File: config.mk
export PLATFORM = sky130hd
export DESIGN_NAME = md5_stream_hasher
export DESIGN_NICKNAME = d
export VERILOG_FILES = /design/src/hdl/md5_pkg.sv /design/src/hdl/md5_stream_hasher.sv /design/src/hdl/md5_blk_ram.sv /design/src/hdl/md5_round.sv
export SDC_FILE = /design/constraint.sdc
export NUM_CORES = 2
export LEC_CHECK = 0
export BUFFER_PORTS_ARGS = -buffer_cell sky130_fd_sc_hd__buf_2
export CAP_MARGIN = 20
export CORE_MARGIN = 5
export CORE_UTILIZATION = 43
export CTS_CLUSTER_DIAMETER = 60
export DETAILED_ROUTE_END_ITERATION = 12
export HOLD_SLACK_MARGIN = 0.15
export PLACE_DENSITY = 0.55
export SLEW_MARGIN = 20
export SYNTH_ARGS = -nofsm -noshare
export SYNTH_HDL_FRONTEND = slang
export SYNTH_HIERARCHICAL = 1
export SYNTH_SLANG_ARGS = --single-unit
export TNS_END_PERCENT = 5
File: constraint.sdc
create_clock -name clk -period 19.5 [get_ports clk]
set_input_delay 4.875 -clock clk [delete_from_list [all_inputs] [get_ports clk]]
set_output_delay 4.875 -clock clk [all_outputs]
set_load 0.01 [all_outputs]
File: src/hdl/md5_pkg.sv
// ----------------------------------------------------------------------------
// md5_pkg
// Shared types, command codes and round tables for the MD5 stream hasher.
// ----------------------------------------------------------------------------
`default_nettype none

package md5_pkg;

    // command codes carried on the input tuser
    localparam logic [1:0] CMD_DATA    = 2'd0;
    localparam logic [1:0] CMD_FINISH  = 2'd1;
    localparam logic [1:0] CMD_RESTART = 2'd2;

    // chaining word start values
    localparam logic [31:0] IV_A = 32'h67452301;
    localparam logic [31:0] IV_B = 32'hefcdab89;
    localparam logic [31:0] IV_C = 32'h98badcfe;
    localparam logic [31:0] IV_D = 32'h10325476;

    localparam logic [7:0] PAD_BYTE = 8'h80;
    localparam logic [5:0] LEN_POS  = 6'd56;
    localparam logic [5:0] LAST_POS = 6'd63;

    typedef enum logic [2:0] {
        ST_IDLE,
        ST_PAD,
        ST_LOAD,
        ST_RND_A,
        ST_RND_B,
        ST_FOLD,
        ST_OUT
    } md5_state_t;

    // byte write into the block buffer
    typedef struct packed {
        logic       en;
        logic [3:0] word;
        logic [1:0] lane;
        logic [7:0] data;
    } md5_wr_t;

    function automatic logic [31:0] round_k(input logic [5:0] rnd);
        logic [31:0] k;
        unique case (rnd)
            6'd0:  k = 32'hd76aa478;  6'd1:  k = 32'he8c7b756;
            6'd2:  k = 32'h242070db;  6'd3:  k = 32'hc1bdceee;
            6'd4:  k = 32'hf57c0faf;  6'd5:  k = 32'h4787c62a;
            6'd6:  k = 32'ha8304613;  6'd7:  k = 32'hfd469501;
            6'd8:  k = 32'h698098d8;  6'd9:  k = 32'h8b44f7af;
            6'd10: k = 32'hffff5bb1;  6'd11: k = 32'h895cd7be;
            6'd12: k = 32'h6b901122;  6'd13: k = 32'hfd987193;
            6'd14: k = 32'ha679438e;  6'd15: k = 32'h49b40821;
            6'd16: k = 32'hf61e2562;  6'd17: k = 32'hc040b340;
            6'd18: k = 32'h265e5a51;  6'd19: k = 32'he9b6c7aa;
            6'd20: k = 32'hd62f105d;  6'd21: k = 32'h02441453;
            6'd22: k = 32'hd8a1e681;  6'd23: k = 32'he7d3fbc8;
            6'd24: k = 32'h21e1cde6;  6'd25: k = 32'hc33707d6;
            6'd26: k = 32'hf4d50d87;  6'd27: k = 32'h455a14ed;
            6'd28: k = 32'ha9e3e905;  6'd29: k = 32'hfcefa3f8;
            6'd30: k = 32'h676f02d9;  6'd31: k = 32'h8d2a4c8a;
            6'd32: k = 32'hfffa3942;  6'd33: k = 32'h8771f681;
            6'd34: k = 32'h6d9d6122;  6'd35: k = 32'hfde5380c;
            6'd36: k = 32'ha4beea44;  6'd37: k = 32'h4bdecfa9;
            6'd38: k = 32'hf6bb4b60;  6'd39: k = 32'hbebfbc70;
            6'd40: k = 32'h289b7ec6;  6'd41: k = 32'heaa127fa;
            6'd42: k = 32'hd4ef3085;  6'd43: k = 32'h04881d05;
            6'd44: k = 32'hd9d4d039;  6'd45: k = 32'he6db99e5;
            6'd46: k = 32'h1fa27cf8;  6'd47: k = 32'hc4ac5665;
            6'd48: k = 32'hf4292244;  6'd49: k = 32'h432aff97;
            6'd50: k = 32'hab9423a7;  6'd51: k = 32'hfc93a039;
            6'd52: k = 32'h655b59c3;  6'd53: k = 32'h8f0ccc92;
            6'd54: k = 32'hffeff47d;  6'd55: k = 32'h85845dd1;
            6'd56: k = 32'h6fa87e4f;  6'd57: k = 32'hfe2ce6e0;
            6'd58: k = 32'ha3014314;  6'd59: k = 32'h4e0811a1;
            6'd60: k = 32'hf7537e82;  6'd61: k = 32'hbd3af235;
            6'd62: k = 32'h2ad7d2bb;  6'd63: k = 32'heb86d391;
            default: k = 32'h0;
        endcase
        return k;
    endfunction

    function automatic logic [4:0] round_rot(input logic [5:0] rnd);
        logic [4:0] s;
        unique case ({rnd[5:4], rnd[1:0]})
            4'd0:  s = 5'd7;   4'd1:  s = 5'd12;
            4'd2:  s = 5'd17;  4'd3:  s = 5'd22;
            4'd4:  s = 5'd5;   4'd5:  s = 5'd9;
            4'd6:  s = 5'd14;  4'd7:  s = 5'd20;
            4'd8:  s = 5'd4;   4'd9:  s = 5'd11;
            4'd10: s = 5'd16;  4'd11: s = 5'd23;
            4'd12: s = 5'd6;   4'd13: s = 5'd10;
            4'd14: s = 5'd15;  4'd15: s = 5'd21;
            default: s = 5'd0;
        endcase
        return s;
    endfunction

    // message word used in a round, arithmetic is mod 16
    function automatic logic [3:0] msg_index(input logic [5:0] rnd);
        logic [3:0] lo;
        logic [3:0] idx;
        lo = rnd[3:0];
        unique case (rnd[5:4])
            2'd0: idx = lo;
            2'd1: idx = lo * 4'd5 + 4'd1;
            2'd2: idx = lo * 4'd3 + 4'd5;
            2'd3: idx = lo * 4'd7;
            default: idx = lo;
        endcase
        return idx;
    endfunction

endpackage

`default_nettype wire

File: src/hdl/md5_stream_hasher.sv
// ----------------------------------------------------------------------------
// md5_stream_hasher
// MD5 message digest over a byte stream with finish and restart commands.
// ----------------------------------------------------------------------------
// Each input beat carries one command in tuser and one byte in tdata. A data
// byte is written into the block buffer as it is taken; the byte that
// completes a 64-byte block makes the block busy while it is loaded, the
// single round unit runs the 64 rounds through ST_RND_A and ST_RND_B, and the
// result folds into the chaining words. Finish writes the 0x80 byte as it is
// taken and the rest of the padding one byte per cycle, then compresses; when
// fewer than nine bytes are left in the block, a further 64 padding bytes and
// a second compression follow. The digest is then held on the output until it
// is taken. Restart, unused codes and beats after a finish are taken without
// leaving the idle state. tready is low while a block is being padded or
// compressed and while the digest waits.
// ----------------------------------------------------------------------------
`default_nettype none

module md5_stream_hasher
    import md5_pkg::*;
(
    input  wire logic         clk,
    input  wire logic         rst_n,
    input  wire logic         s_axis_tvalid,
    output logic              s_axis_tready,
    input  wire logic [7:0]   s_axis_tdata,   // data_byte[7:0]
    input  wire logic [1:0]   s_axis_tuser,   // cmd[1:0]
    output logic              m_axis_tvalid,
    input  wire logic         m_axis_tready,
    output logic      [127:0] m_axis_tdata    // digest_low[63:0], digest_high[127:64]
);

    md5_state_t  state_reg, state_next;

    logic [31:0] chain_reg [4];
    logic [31:0] chain_next [4];
    logic [63:0] len_reg, len_next;
    logic        done_reg, done_next;
    logic        fin_reg, fin_next;
    logic        len_blk_reg, len_blk_next;
    logic [5:0]  pad_pos_reg, pad_pos_next;
    logic [5:0]  rnd_reg, rnd_next;
    logic [31:0] a_reg, a_next;
    logic [31:0] b_reg, b_next;
    logic [31:0] c_reg, c_next;
    logic [31:0] d_reg, d_next;
    logic [31:0] sum_reg, sum_next;

    md5_wr_t     wr;
    logic [3:0]  rd_addr;
    logic [31:0] rd_data;
    logic [31:0] sum1;
    logic [31:0] b_new;

    logic        in_fire;
    logic [5:0]  pos;
    logic [7:0]  len_byte;

    assign in_fire  = s_axis_tvalid && s_axis_tready;
    assign pos      = len_reg[8:3];
    assign len_byte = len_reg[{pad_pos_reg[2:0], 3'b000} +: 8];

    md5_blk_ram u_ram (
        .clk     (clk),
        .wr      (wr),
        .rd_addr (rd_addr),
        .rd_data (rd_data)
    );

    md5_round u_round (
        .rnd    (rnd_reg),
        .a      (a_reg),
        .b      (b_reg),
        .c      (c_reg),
        .d      (d_reg),
        .w      (rd_data),
        .sum_in (sum_reg),
        .sum1   (sum1),
        .b_new  (b_new)
    );

    // next state
    always_comb
    begin
        state_next = state_reg;
        unique case (state_reg)
            ST_IDLE:
            begin
                if (in_fire && !done_reg)
                begin
                    if (s_axis_tuser == CMD_DATA && pos == LAST_POS)
                    begin
                        state_next = ST_LOAD;
                    end
                    else if (s_axis_tuser == CMD_FINISH)
                    begin
                        state_next = (pos == LAST_POS) ? ST_LOAD : ST_PAD;
                    end
                end
            end
            ST_PAD:
            begin
                if (pad_pos_reg == LAST_POS)
                begin
                    state_next = ST_LOAD;
                end
            end
            ST_LOAD:  state_next = ST_RND_A;
            ST_RND_A: state_next = ST_RND_B;
            ST_RND_B: state_next = (rnd_reg == LAST_POS) ? ST_FOLD : ST_RND_A;
            ST_FOLD:
            begin
                if (!fin_reg)
                begin
                    state_next = ST_IDLE;
                end
                else
                begin
                    state_next = len_blk_reg ? ST_OUT : ST_PAD;
                end
            end
            ST_OUT:
            begin
                if (m_axis_tready)
                begin
                    state_next = ST_IDLE;
                end
            end
            default: state_next = ST_IDLE;
        endcase
    end

    // outputs and datapath
    always_comb
    begin
        chain_next   = chain_reg;
        len_next     = len_reg;
        done_next    = done_reg;
        fin_next     = fin_reg;
        len_blk_next = len_blk_reg;
        pad_pos_next = pad_pos_reg;
        rnd_next     = rnd_reg;
        a_next       = a_reg;
        b_next       = b_reg;
        c_next       = c_reg;
        d_next       = d_reg;
        sum_next     = sum_reg;
        wr           = '0;
        rd_addr      = msg_index(rnd_reg);

        s_axis_tready = (state_reg == ST_IDLE);
        m_axis_tvalid = (state_reg == ST_OUT);
        m_axis_tdata  = {chain_reg[3], chain_reg[2], chain_reg[1], chain_reg[0]};

        unique case (state_reg)
            ST_IDLE:
            begin
                if (in_fire)
                begin
                    priority if (s_axis_tuser == CMD_RESTART)
                    begin
                        chain_next[0] = IV_A;
                        chain_next[1] = IV_B;
                        chain_next[2] = IV_C;
                        chain_next[3] = IV_D;
                        len_next      = '0;
                        done_next     = 1'b0;
                        fin_next      = 1'b0;
                    end
                    else if (done_reg)
                    begin
                        // beats after finish are dropped
                    end
                    else if (s_axis_tuser == CMD_DATA)
                    begin
                        wr.en    = 1'b1;
                        wr.word  = pos[5:2];
                        wr.lane  = pos[1:0];
                        wr.data  = s_axis_tdata;
                        len_next = len_reg + 64'd8;
                    end
                    else if (s_axis_tuser == CMD_FINISH)
                    begin
                        wr.en        = 1'b1;
                        wr.word      = pos[5:2];
                        wr.lane      = pos[1:0];
                        wr.data      = PAD_BYTE;
                        fin_next     = 1'b1;
                        len_blk_next = (pos < LEN_POS);
                        pad_pos_next = pos + 6'd1;
                    end
                    else
                    begin
                        // unused code
                    end
                end
            end
            ST_PAD:
            begin
                wr.en   = 1'b1;
                wr.word = pad_pos_reg[5:2];
                wr.lane = pad_pos_reg[1:0];
                wr.data = (len_blk_reg && pad_pos_reg >= LEN_POS) ? len_byte : 8'h00;
                pad_pos_next = pad_pos_reg + 6'd1;
            end
            ST_LOAD:
            begin
                a_next   = chain_reg[0];
                b_next   = chain_reg[1];
                c_next   = chain_reg[2];
                d_next   = chain_reg[3];
                rnd_next = '0;
                rd_addr  = msg_index(6'd0);
            end
            ST_RND_A:
            begin
                sum_next = sum1;
            end
            ST_RND_B:
            begin
                a_next   = d_reg;
                d_next   = c_reg;
                c_next   = b_reg;
                b_next   = b_new;
                rnd_next = rnd_reg + 6'd1;
                // fetch the word for the following round
                rd_addr  = msg_index(rnd_reg + 6'd1);
            end
            ST_FOLD:
            begin
                chain_next[0] = chain_reg[0] + a_reg;
                chain_next[1] = chain_reg[1] + b_reg;
                chain_next[2] = chain_reg[2] + c_reg;
                chain_next[3] = chain_reg[3] + d_reg;
                if (fin_reg)
                begin
                    if (len_blk_reg)
                    begin
                        done_next = 1'b1;
                    end
                    else
                    begin
                        len_blk_next = 1'b1;
                        pad_pos_next = '0;
                    end
                end
            end
            ST_OUT:
            begin
            end
            default:
            begin
            end
        endcase
    end

    always_ff @(posedge clk or negedge rst_n)
    begin
        if (!rst_n)
        begin
            state_reg    <= ST_IDLE;
            chain_reg[0] <= IV_A;
            chain_reg[1] <= IV_B;
            chain_reg[2] <= IV_C;
            chain_reg[3] <= IV_D;
            len_reg      <= '0;
            done_reg     <= 1'b0;
            fin_reg      <= 1'b0;
            len_blk_reg  <= 1'b0;
            pad_pos_reg  <= '0;
            rnd_reg      <= '0;
        end
        else
        begin
            state_reg    <= state_next;
            chain_reg    <= chain_next;
            len_reg      <= len_next;
            done_reg     <= done_next;
            fin_reg      <= fin_next;
            len_blk_reg  <= len_blk_next;
            pad_pos_reg  <= pad_pos_next;
            rnd_reg      <= rnd_next;
        end
    end

    // working variables, no reset
    always_ff @(posedge clk)
    begin
        a_reg   <= a_next;
        b_reg   <= b_next;
        c_reg   <= c_next;
        d_reg   <= d_next;
        sum_reg <= sum_next;
    end

endmodule

`default_nettype wire

File: src/hdl/md5_blk_ram.sv
// ----------------------------------------------------------------------------
// md5_blk_ram
// 16 x 32 bit block buffer, byte write, registered word read.
// ----------------------------------------------------------------------------
`default_nettype none

module md5_blk_ram
    import md5_pkg::*;
(
    input  wire logic        clk,
    input  wire md5_wr_t     wr,
    input  wire logic [3:0]  rd_addr,
    output logic      [31:0] rd_data
);

    logic [31:0] mem [16];

    always_ff @(posedge clk)
    begin
        for (int lane = 0; lane < 4; lane++)
        begin
            if (wr.en && wr.lane == lane[1:0])
            begin
                mem[wr.word][8*lane +: 8] <= wr.data;
            end
        end
    end

    always_ff @(posedge clk)
    begin
        rd_data <= mem[rd_addr];
    end

endmodule

`default_nettype wire

File: src/hdl/md5_round.sv
// ----------------------------------------------------------------------------
// md5_round
// Shared round unit: first half adds a, K and the message word, second half
// applies the round function, rotates and adds b.
// ----------------------------------------------------------------------------
`default_nettype none

module md5_round
    import md5_pkg::*;
(
    input  wire logic [5:0]  rnd,
    input  wire logic [31:0] a,
    input  wire logic [31:0] b,
    input  wire logic [31:0] c,
    input  wire logic [31:0] d,
    input  wire logic [31:0] w,
    input  wire logic [31:0] sum_in,
    output logic      [31:0] sum1,
    output logic      [31:0] b_new
);

    logic [31:0] f;
    logic [31:0] pre_rot;
    logic [63:0] rot_wide;

    always_comb
    begin
        unique case (rnd[5:4])
            2'd0:    f = (b & c) | (~b & d);
            2'd1:    f = (b & d) | (c & ~d);
            2'd2:    f = b ^ c ^ d;
            2'd3:    f = c ^ (b | ~d);
            default: f = '0;
        endcase
    end

    assign sum1     = a + round_k(rnd) + w;
    assign pre_rot  = sum_in + f;
    // rotate left by shifting a doubled copy
    assign rot_wide = {pre_rot, pre_rot} << round_rot(rnd);
    assign b_new    = b + rot_wide[63:32];

endmodule

`default_nettype wire

== Word-level counts from Yosys, hierarchy flattened ==
Memory sizes are Yosys's and may differ from the RTL's. A register that Yosys moved wholly into a read port is not among the register bits.
Index checks and enable logic that the tools add are counted.
Widths: inputs -> output; s select.
Cells by class
  add/sub/neg operators: 16
  bitwise gates (word level): 12
  multiply operators: 6
  order comparisons: 2
  mux-type cells: 64
  eq/ne operators: 35
  reductions and logical operators: 26
  shift operators: 2
Operators by type and width (count)
  $add 32x32->32: 8
  $mux 128: 2
  $pmux 128 s2: 1
  $pmux 32 s2: 4
  $mux 64: 3
  $and 32x32->32: 4
  $pmux 32 s4: 1
  $or 32x32->32: 3
  $xor 32x32->32: 3
  $mux 15: 5
  $add 64x4->64 const B: 1
  $not 32->32: 2
  $shiftx 64x7->8: 1
  $shl 64x5->64: 1
  $mux 6: 7
  $pmux 4 s4: 2
  $pmux 15 s2: 1
  $mux 3: 8
  $mux 1: 22
  $pmux 3 s7: 1
  $add 6x1->6 const B: 3
  $eq 6x6->1 const B: 3
  $pmux 6 s3: 1
  $mul 4x3->4 const B: 4
  29 further kinds: 72
Word-level totals
  bits in writable memories: 512
  memories kept: 3
  memory bits (read-only): 2128
  register bits: 370
  input bits: 14
  word-level logic and storage cells: 182
  output and inout bits: 130
Memories
  (name not given): depth 64, width 32, rd ports 1, clocked after memory_dff 0, wr ports 0, line md5_pkg.sv:44  | unique case (rnd)
  u_ram.mem: depth 16, width 32, rd ports 1, clocked after memory_dff 1, wr ports 1, line md5_blk_ram.sv:16  | logic [31:0] mem [16];
  (name not given): depth 16, width 5, rd ports 1, clocked after memory_dff 0, wr ports 0, line md5_pkg.sv:84  | unique case ({rnd[5:4], rnd[1:0]})

== Logic depth before layout (Yosys ltp) ==
  word-level depth: 11
  depth in mapped cells: 36
  gate-level depth less buffers: 33

== Cells and area by module ==
The synthesis kept the hierarchy.
Modules (own cells, without submodules)
  md5_stream_hasher: sequential area each 10064.7 µm², times used 1, cells an instance 2433, area each 22486.6 µm²
  md5_blk_ram: sequential area each 16015.4 µm², times used 1, cells an instance 910, area each 20134.3 µm²
  md5_round: sequential area each 0.0 µm², times used 1, cells an instance 1858, area each 13046.3 µm²

== Worst setup path before layout ==
No wires, ideal clock.
  kind: input to register
  start point: input port s_axis_tuser[0]
  end point: memory u_ram.mem[0][15], data pin
  data arrival time: 8.057 ns
  required time: 18.772 ns
  library setup time: 0.728 ns
  path buffers: 1
  slack: 10.714 ns
  cell stages on the path: 4
  cell sequence: inv_1 ha_1 clkbuf_1 o32ai_1
RTL lines
  from (decl): line md5_stream_hasher.sv:27  | input wire logic [1:0] s_axis_tuser,
  to (decl): line md5_blk_ram.sv:16

== Worst setup path after layout ==
  start point: register rnd_reg[5]
  end point: register b_reg[20], data pin
On the way
  longest elaborated chain between the ends: 6
  elaborated cells on any way between the ends: 10
  classes of those cells: 2 x add/sub; 3 x eq/ne; 1 x shift; 2 x mux; 1 x reduce/logical; 1 x memory
RTL lines
  from (decl): line md5_stream_hasher.sv:42  | logic [5:0] rnd_reg, rnd_next;
  from (signal assigned): line md5_stream_hasher.sv:282  | rnd_reg <= rnd_next;
  $eq 2x2->1, or another cell as far along: line md5_round.sv:28  | unique case (rnd[5:4])
  $pmux 32 s4: line md5_round.sv:28
  $add 32x32->32: line md5_round.sv:38  | assign pre_rot = sum_in + f;
  $shl 64x5->64 (*): line md5_round.sv:40  | assign rot_wide = {pre_rot, pre_rot} << round_rot(rnd);
  $add 32x32->32 (*): line md5_round.sv:41  | assign b_new = b + rot_wide[63:32];
  via b_new[20]: line md5_stream_hasher.sv:53  | logic [31:0] b_new;
  $pmux 32 s2 (*): line md5_stream_hasher.sv:155  | unique case (state_reg)
  via b_next[20]: line md5_stream_hasher.sv:44  | logic [31:0] b_reg, b_next;
  to (signal assigned): line md5_stream_hasher.sv:290  | b_reg <= b_next;
  to (decl): line md5_stream_hasher.sv:44
Mark *: on every way through the listed nets, which the timed path passes. The rest lies on a longest branch.
A chain may end at the register's enable or synchronous reset.

==> qor.yml <==
status:
  status: "complete, no violations"
timing:
  setup_tns_ns: 0
  rsz0062_at_grt: "false"
  drv_slew: 0
  period_share_pct: 44.3
  min_period_ns: 8.64
  clock_skew_ns: 0.0782
  hold_ws_ns: 0.508
  slew_headroom_pct: 29.4
  setup_viol_count_final: 0
  worst_pin_slew_ns: 1.05
  max_freq_ghz: 0.116
  hold_viol_final: 0
detailed_routing:
  vias_per_cell: 5.92
  routed_wl_um: 179000
  drc: 0
  dr.pass1.iters: 6
  drt-wirelength-per-cell_um: 25.2
  detail-route-antenna-nets: 0
  initialDrtViolationCount: 3906
  via_count: 42038
global_routing:
  grt_pass1_vias: 40608
  grt_use_total_pct: 25.6
  grt_pass1_wl_um: 266000
  grt_start_max_net_pins: 105
  antenna_found_initial: 2
  grt-ovfl-total: 0
synthesis:
  syn_area_per_cell_um2: 10.7
  yosysMostFrequentCell: "nand2_1"
  synth_cell_type_count: 115
  async_flop_share_pct: 22.7
  synth_fp_nets: 5565
  syn_inst: 5201
  ys_warn_count: 6
  synth_top_flop_cell: "edfxtp_1"
  synth_top_area_share_pct: 36.3
  synth_edf_count: 672
  yosys.area.top_type: "edfxtp_1"
  ys_ff_latch: 911
  synth.cell_area_um2: 55700
  ys_seq_area_share_pct: 46.8
  synth.area.top_cells: "edfxtp_1 (36%), ha_1 (6.9%), dfrtp_1 (6.4%), mux4_2 (6.2%), nand2_1 (4.9%)"
  yosys-top-cells-count: "nand2_1 (723), edfxtp_1 (672), nor2_1 (419)"
floorplanning:
  rows: 132
  placeableCoreArea_um2: 129000
  io_pins: 144
  die-height_um: 370
  initial_core_util_pct: 43.1
  die_area_um2: 137000
  die_w_um: 370
cts:
  cts_buffers: 112
  ctsResizeCount: 0
  clkTransAtPathRegs_ns: 0.06
  postCtsSetupBuffers: 0
  cts_num_sinks: 911
  root_buffer: "clkbuf_16"
  cts_hold_buffers: 0
  tritoncts: "done"
  cts_buffer_depth: 3
  cts_max_level: 3
  worstSkewPairLatency_ns: 0.75
power_and_ir_drop:
  p_leak_nw: 24.2
  intPower_mw: 6.83
  swShare_pct: 45.2
  p_sw_mw: 5.64
  p_clk_share_pct: 17.6
  share_comb_of_total_power_pct: 57.9
  powerDensity_nw_per_um2: 200
  ir_drop_mv: 0.119
  power.share.sequential_pct: 24.4
place:
  dpl.hpwl_um: 127000
  place_congestion: 0.952
  place_inst: 6888
  numPortBuffers: 143
finish:
  drive_above_1_share_pct: 13.5
  postLayoutCoreUtil_pct: 48.2
  layout.nets: 5624
  largest_reg_flops: 512
  synthToLayoutAreaGrowth_pct: 11.7
  fin_cells: 7102
run:
  cap_violations: 0
critical_path:
  start_kind: "flop"
  endpoint_kind: "flop"
  max_stage_delay_ns: 0.66
  required_ns: 19.96
  crit_start: "rnd_reg[5]$_DFFE_PN0N_"
  critical_path.reg2reg.startpoint: "rnd_reg[5]$_DFFE_PN0N_"
  cp_max_fo: 33
  crit_type: "reg2reg"
  critPathMostFrequentCell: "o21ai_1"
  critical_path_buf_inv_count: 2
  slowest_stage: "dfrtp_4"
  critPathTopFamily: "compound AO/OA/AOI/OAI gates"
  worstPathArrival_ns: 9.10
worst_hold_path:
  holdCritStartpoint: "m_axis_tdata[95]$_DFFE_PN1P_"
  hold_class: "reg2reg"
[final cells by class]
cell class | count | area, um2
clock buffers | 134 | 3000
multi-input cells | 3920 | 28300
flip-flops and latches | 911 | 26100
fillers | 11928 | 67000
clock inverters | 77 | 990
inverters | 111 | 422
diodes | 3 | 7.51
repair buffers | 204 | 1200
well taps | 1742 | 2180
[power by group through the flow]
stage          Combinational [mW]  Sequential, mW  Clock (mW)
2_1_floorplan                5.32            2.88           0
3_3_place_gp                 7.16            3.08           0
3_5_place_dp                 7.15            3.08           0
4_1_cts                      7.19            3.05        2.24
5_1_grt                      7.94            3.08        2.33
6_report                     7.22            3.04        2.20
[path summary, 6_finish.rpt]
kind	to	slack, ns	cells past startpoint
max in group asynchronous	len_reg[5]$_DFFE_PN0P_	14.11	2
min in group asynchronous	m_axis_tdata[52]$_DFFE_PN0P_	4.09	1
max	b_reg[20]$_DFFE_PN_	10.86	32
min reg2reg	m_axis_tdata[95]$_DFFE_PN1P_	0.51	2
min	m_axis_tdata[95]$_DFFE_PN1P_	0.51	2
max reg2reg	b_reg[20]$_DFFE_PN_	10.86	32
[placed cells by master, fill, tap and decap left out, drive strengths merged, types with 49 or more instances in the layout]
cell	synthesis	final
clkbuf	183	134
o21ai	340	340
a22oi	102	102
inv	108	119
a211oi	49	49
mux2i	119	119
xnor2	147	147
xor2	134	134
nand2	724	724
nor3	84	84
ha	305	305
dfrtp	143	143
mux4	154	154
nand2b	64	64
nand3	175	175
a21oi	334	334
buf	76	204
dfstp	64	64
nor2	420	420
edfxtp	672	672
a21o	107	107
[per-stage QoR]
stage	instance area (um2)	worst slack (ns)	power, mW
2_1_floorplan	55700	10.71	8.21
3_3_place_gp	58200	11.04	10.2
3_5_place_dp	58200	10.93	10.2
4_1_cts	62200	10.95	12.5
5_1_grt	62200	10.25	13.3
6_report	62200	10.86	12.5
[kinds of logic (layout without fill, tap and decap cells)]
family                   after synthesis  after routing  synth area share [%]
multiplexers                         292            292                  8.75
other                                  0              3                     0
flip-flops                           911            911                  46.8
XOR/XNOR                             282            282                  4.48
adder cells (fa/ha/maj)              350            350                  8.47
AND/OR/NAND/NOR                     1685           1685                  13.5
buffers and inverters                370            526                  2.69
AO/OA/AOI/OAI                       1311           1311                  15.3
[routing by layer]
metal | GRT usage, % | wire (um) | up-vias
li1 | - | - | 19583
met1 | 34.8 | 77700 | 20908
met2 | 42.5 | 85500 | 1255
met3 | 3.52 | 9470 | 292
met4 | 8.69 | 6490 | 0
met5 | 0 | 0 | -
[worst register-to-register path: cells and delay by family (launching register included)]
kind | cells | cell delay (ns)
adders and majority gates | 4 | 1.33
xor gates and xnor gates | 2 | 0.25
DFF | 1 | 0.66
buffers and inverters | 2 | 0.73
and+or+nand+nor | 5 | 0.79
AOI/OAI and AO/OA | 19 | 4.65
Note: power is estimated with default switching activity, not from simulation.
